==> config.mk <==
export PLATFORM = sky130hd
export DESIGN_NAME = ssd_sqrt
export DESIGN_NICKNAME = d
export VERILOG_FILES = /design/src/rtl/core/ssd_sqrt.sv
export SDC_FILE = /design/constraint.sdc
export NUM_CORES = 2
export LEC_CHECK = 0
export BUFFER_PORTS_ARGS = -buffer_cell sky130_fd_sc_hd__buf_2
export CORE_MARGIN = 2
export CORE_UTILIZATION = 30
export DETAILED_ROUTE_END_ITERATION = 10
export GPL_ROUTABILITY_DRIVEN = 0
export HOLD_SLACK_MARGIN = 0.15
export PLACE_DENSITY = 0.52
export RECOVER_POWER = 50
export SLEW_MARGIN = 20
export SYNTH_ARGS = -nofsm -noshare
export SYNTH_HDL_FRONTEND = slang
export SYNTH_SLANG_ARGS = --single-unit
==> constraint.sdc <==
create_clock -name clk -period 3.2 [get_ports clk]
set_input_delay 0.64 -clock clk [delete_from_list [all_inputs] [get_ports clk]]
set_output_delay 0.64 -clock clk [all_outputs]
set_load 0.01 [all_outputs]
==> src/rtl/core/ssd_sqrt.sv <==
// ----------------------------------------------------------------------------
// ssd_sqrt
// Pipelined integer square root, one root bit per stage, floor result.
// ----------------------------------------------------------------------------
`default_nettype none

module ssd_sqrt #(
  parameter int unsigned RW = 29
) (
  input  wire logic              clk,
  input  wire logic              rst,
  input  wire logic              ce,
  input  wire logic              in_vld,
  input  wire logic [2*RW-1:0]   rad,
  output logic                   vld,
  output logic [RW-1:0]          root
);

  logic [RW-1:0]   vld_sr;
  logic [2*RW-1:0] rd  [RW+1];
  logic [RW:0]     rem [RW+1];
  logic [RW-1:0]   rt  [RW+1];

  assign rd[0]  = rad;
  assign rem[0] = '0;
  assign rt[0]  = '0;

  for (genvar g = 0; g < RW; g++) begin : g_stage
    localparam int unsigned SH = 2 * (RW - 1 - g);
    logic [RW+2:0] cat, trial;
    logic          ge;
    assign cat   = {rem[g], rd[g][SH+1:SH]};
    assign trial = {1'b0, rt[g], 2'b01};
    assign ge    = cat >= trial;

    always_ff @(posedge clk) begin
      if (ce) begin
        rem[g+1] <= ge ? (RW+1)'(cat - trial) : (RW+1)'(cat);
        rt[g+1]  <= {rt[g][RW-2:0], ge};
        rd[g+1]  <= rd[g];
      end
    end
  end

  always_ff @(posedge clk) begin
    if (rst) begin
      vld_sr <= '0;
    end else if (ce) begin
      vld_sr <= {vld_sr[RW-2:0], in_vld};
    end
  end

  assign vld  = vld_sr[RW-1];
  assign root = rt[RW];

endmodule

`default_nettype wire
Word-level counts from Yosys, hierarchy flattened
Index checks and enable logic that the tools add are counted.
W data, S select, Z words.
- add/sub/neg operators: 28
- order comparisons: 29
- mux-type cells: 28
- operators with widths (operator ; number):
    $mux W30 ; 27
    $ge A32 B10 Y1 ; 1
    $ge A32 B11 Y1 ; 1
    $ge A32 B12 Y1 ; 1
    $ge A32 B13 Y1 ; 1
    $ge A32 B14 Y1 ; 1
    $ge A32 B15 Y1 ; 1
    $ge A32 B16 Y1 ; 1
    $ge A32 B17 Y1 ; 1
    $ge A32 B18 Y1 ; 1
    $ge A32 B19 Y1 ; 1
    $ge A32 B20 Y1 ; 1
    $ge A32 B21 Y1 ; 1
    $ge A32 B22 Y1 ; 1
    $ge A32 B23 Y1 ; 1
    $ge A32 B24 Y1 ; 1
    $ge A32 B25 Y1 ; 1
    $ge A32 B26 Y1 ; 1
    $ge A32 B27 Y1 ; 1
    $ge A32 B28 Y1 ; 1
    $ge A32 B29 Y1 ; 1
    $ge A32 B3 Y1 ; 1
    $ge A32 B30 Y1 ; 1
    $ge A32 B4 Y1 ; 1
    35 further kinds ; 35
- register bits: 2089
- output and inout bits: 30
- logic and storage cells: 172

Depth between registers and ports, before layout
- depth after elaboration: 2
- gate-level depth with buffers: 14

Least setup slack after synthesis
Ideal clock, no wire load.
- path kind: reg-to-reg
- from: register rem, in the netlist g_stage[22].cat[3]
- to: register rem, in the netlist g_stage[23].cat[31], data pin
- setup time: 267 ps
- arrival time: 2905 ps
- data required time: 2933 ps
- path slack: 28 ps
- stages on the path, launching flop included: 11
- path buffers: 0
- clock period less this slack: 3172 ps
- cell sequence: edfxtp_1 > ha_1 > nor3_1 > a211oi_1 > a22o_1 > a2111o_1 > a21oi_1 > nor2_1 > or4_1 > nor4b_2 > xor2_1
- longest elaborated chain between the ends: 2
- elaborated cells on any way between the ends: 3
- those cells by class: add/sub (1); order compare (1); mux (1)
- RTL lines (what ; line ; text):
    from (decl) ; 21 ; logic [RW:0] rem [RW+1];
    from (signal, indexed assignment) ; 38 ; rem[g+1] <= ge ? (RW+1)'(cat - trial) : (RW+1)'(cat);
    $sub A30 B24 Y30 or $ge A32 B24 Y1 (tied branches) ; 38, 34 ;
    $mux W30 (*) ; 38 ;
Every way passes the cells marked *; elsewhere a longest branch is shown, timed or not.
A chain may end at the register's enable or synchronous reset.

Final worst setup path
- from: register rt, in the netlist g_stage[20].trial[7]
- to: register rem, in the netlist g_stage[21].cat[31], data pin
- longest elaborated chain between the ends: 2
- elaborated cells on any way between the ends: 3
- those cells by class: add/sub (1); order compare (1); mux (1)
- RTL lines (what ; line ; text):
    from (decl) ; 22 ; logic [RW-1:0] rt [RW+1];
    from (signal, indexed assignment) ; 39 ; rt[g+1] <= {rt[g][RW-2:0], ge};
    $sub A30 B22 Y30 or $ge A32 B22 Y1 (tied branches) ; 38, 34 ;
    $mux W30 (*) ; 38 ;
Marked as above.

==> impl_metrics.yaml <==
worst_setup_path:
  crit_path_max_incr_delay_ns: 0.46
  cpMaxStageDelayCell: "or4_4"
  start_kind: "flop"
  r2r_cells: 13
  worst_setup_path_end_kind: "flop"
  cp_max_fo: 4
  reg2reg_to: "g_stage[21].cat[31]"
  crit_family: "simple AND/OR/NAND/NOR gates"
  ff2ff_setup_slack_ns: -0.003
  cp_num_buf_inv: 3
  reg2reg_from: "g_stage[20].trial[7]"
  arrival_ns: 3.86
  required_ns: 3.86
  crit_path_cell_trace: "inv_2 -> ha_4 -> nand2_4 -> or3_4 -> nor4_4 -> buf_4 -> nand2b_4 -> and3_4 -> nor4b_4 -> or4_4 -> buf_6 -> nor4b_4 -> xor2_1"
  path_class: "reg2reg"
  cpMostUsedCell: "nor4b_4"
clocking:
  max-clock-path-buffers: 4
  htreeDepth: 4
  numCtsBuffers: 236
  insertion_delay_ns: 0.91
  clock-sinks: 2074
  cts.clk_slew.worst_paths_ns: 0.06
  root_buffer: "clkbuf_16"
  cts_tree: "yes"
worst_hold_path:
  whs_path_depth: 0
  whs_endpoint: "rd[1458]"
  hp-class: "reg2reg"
  min_from: "rd[1516]"
logic_synthesis:
  ys_warn_count: 0
  synth-edff-count: 2045
  yosys.area_share.simple: 0.0986
  synth_xor_area_frac: 0.0601
  synth_compound_area_frac: 0.0996
  synthTopCellsByArea: "edfxtp_1 64%, ha_1 6.1%, xor2_1 3.3%"
  synth_top_family_by_area: "compound AO/OA/AOI/OAI gates"
  yosysSeqAreaShare: 0.644
  ys_seq_elements: 2074
  syn-cell-area_um2: 96200
  synth_top_area_frac: 0.638
  synthAdderAreaFrac: 0.0606
  syn_nets: 7989
  synth.avg_cell_area_um2: 12.9
  yosysTopAreaCell: "edfxtp_1"
  syn_inst: 7461
  postSynth.asyncResetShare: 0
  synth.mux.area_fraction: 0.00861
  synth_cell_types: 95
  ys.flop_type: "edfxtp_1"
floorplanning:
  core_um2: 319000
  start_util: 0.302
  fp.dieH_um: 570
  rows: 207
  ioPinCount: 92
  fp.dieArea_um2: 325000
  die_w_um: 570
final_layout:
  design_area_um2: 116000
  nFillCells: 30300
  drive_gt1_frac: 0.162
  seqCellArea_um2: 62000
  area_growth_pct: 20.4
  nets: 8823
  multi_input_area_um2: 32900
grt:
  antenna_found_initial: 2
  overflow: 0
  grt_usage: 0.118
  grt_max_degree: 164
  grt_pass1_vias: 59800
  grt_pass1_wl_mm: 314
outcome:
  failed_checks: "negative setup slack"
  status: "finished with violations"
timing:
  post-route-min-period_ns: 3.20
  setup_ws_ns: -0.00332
  rsz0062_at_grt: "true"
  setup_viol: 1
  final.setup_skew_ns: 0.111
  period_share: 1.00
  slew_viol_final: 0
  worstMarginPinSlew_ns: 1.41
  finalHoldViolations: 0
  fmax_mhz: 312
  holdWs_ns: 0.340
  slew_headroom: 0.0607
placed_design:
  place_ws_ns: -0.465
  place_area_um2: 106000
  numPortBuffers: 91
  dp_hpwl_mm: 138
pwr:
  p_int_mw: 57.7
  p_seq_frac: 0.452
  power_leakage_nw: 44.3
  switching_share: 0.282
  ir_worst_vdd_mv: 0.494
  pwr-share-comb: 0.215
  clock_power_share: 0.333
  power_density_nw_per_um2: 693
  power.switching_mw: 22.6
detailed_routing:
  ant_nets: 0
  vias_per_cell: 4.72
  drt_wl_total_mm: 199
  wl_per_cell_um: 15.7
  first_iter_violations: 4162
  vias: 59800
  drc: 0
  drt_pass1_iterations: 6
run:
  maxCapViolations: 0
==> cell families (layout without fill, tap and decap cells) <==
group,after synthesis,count (layout)
compound gates,1538,1538
other cells,1,4
fa+ha+maj,466,466
simple gates,1938,1938
mux,78,78
buf+inv,706,1744
xor+xnor,660,660
flops,2074,2074
==> cell usage in the layout (no fill, tap or decap), drive strengths merged, types with 189 or more instances in the layout <==
cell type,instances
o21ai,414
nor2,482
xor2,357
buf,614
nand2,534
ha,466
clkbuf,335
inv,567
a21oi,471
nor3,189
edfxtp,2045
xnor2,303
==> per-stage QoR <==
step	power, mW	std cells	util	TNS (ns)
6_report	80.3	12700	0.364	-0.00332
5_1_grt	84.7	12700	0.364	-0.677
4_1_cts	80.8	12600	0.360	-0.155
3_5_place_dp	53.1	12100	0.332	-10.21
3_3_place_gp	52.8	12100	0.332	-8.97
2_1_floorplan	47.2	7461	-	0
==> power groups by stage <==
stage	clock network [mW]	registers, mW	logic, mW
finish	26.8	36.3	17.2
CTS	27.8	36.3	16.7
global route	28.9	36.7	19.1
global placement	0	36.8	16.0
floorplan	0	36.0	11.2
detailed placement	0	36.8	16.4
==> sequential cells by signal, indices dropped and copies added (netlist names) <==
| name | cells |
|---|---|
| rd | 756 |
| vld_sr | 29 |
| g_stage.cat | 854 |
| root | 29 |
| g_stage.trial | 406 |
==> worst register-to-register path, cell delays in order, from the launching register on <==
cell and delay, ns:
edfxtp_1 0.37, inv_2 0.05, ha_4 0.28, nand2_4 0.06
or3_4 0.38, nor4_4 0.36, buf_4 0.19, nand2b_4 0.05
and3_4 0.18, nor4b_4 0.13, or4_4 0.46, buf_6 0.16
nor4b_4 0.21, xor2_1 0.10
==> per-layer routing <==
layer | vias to the layer above | wire length [µm] | global-route usage
li1 | 29300 | - | -
met1 | 28600 | 87300 | 0.148
met2 | 1365 | 94900 | 0.201
met3 | 501 | 7920 | 0.0170
met4 | 0 | 8440 | 0.0513
met5 | - | 0 | 0
==> worst max-delay path by stage <==
| stage | from | endpoint | cells after the start |
|---|---|---|---|
| after global routing | g_stage[20].trial[8] | g_stage[21].cat[31] | 13 |
| after floorplan | g_stage[22].cat[3] | g_stage[23].cat[31] | 10 |
| after detailed placement | g_stage[20].cat[8] | g_stage[21].cat[31] | 12 |
| after CTS | g_stage[20].trial[7] | g_stage[21].cat[28] | 13 |
| final | g_stage[20].trial[7] | g_stage[21].cat[31] | 13 |
| after global placement | g_stage[20].cat[8] | g_stage[21].cat[31] | 12 |
==> timing repair <==
action | CTS | global route
hold buffers | 63 | 0
hold endpoints to repair | 92 | 0
pin swaps | 32 | 63
gates cloned | 2 | 1
resized for setup | 82 | 211
buffers inserted | 20 | 39
setup endpoints to repair | 137 | 337
==> synth_stat cells, drive strengths merged, types with 16 or more instances <==
library cell and n:
mux2i 40, nor4 92, a21o 185, a21oi 471, xor2 357, nand4 76
o21bai 51, o31a 16, o21a 79, o41ai 17, xnor2 303, nand2b 87
nor2b 69, nand3b 22, a211oi 45, or3 77, mux2 38, clkbuf 119
nand3 111, nand2 534, ha 466, dfxtp 29, or2 50, o21ai 414
and3 32, nor2 482, o31ai 41, or4 42, edfxtp 2045, and2 18
a31oi 45, o211ai 27, buf 23, nor3 189, inv 564
==> layout make-up <==
cell class,instances,share of cell area
antenna,3,0.0000648
clock buffer,274,0.0529
clock inverter,168,0.0141
inverter,564,0.0184
multi-input combinational,4681,0.284
sequential,2074,0.535
tap,4180,0.0451
timing repair buffer,738,0.0503
Note: power is estimated with default switching activity, not from simulation.
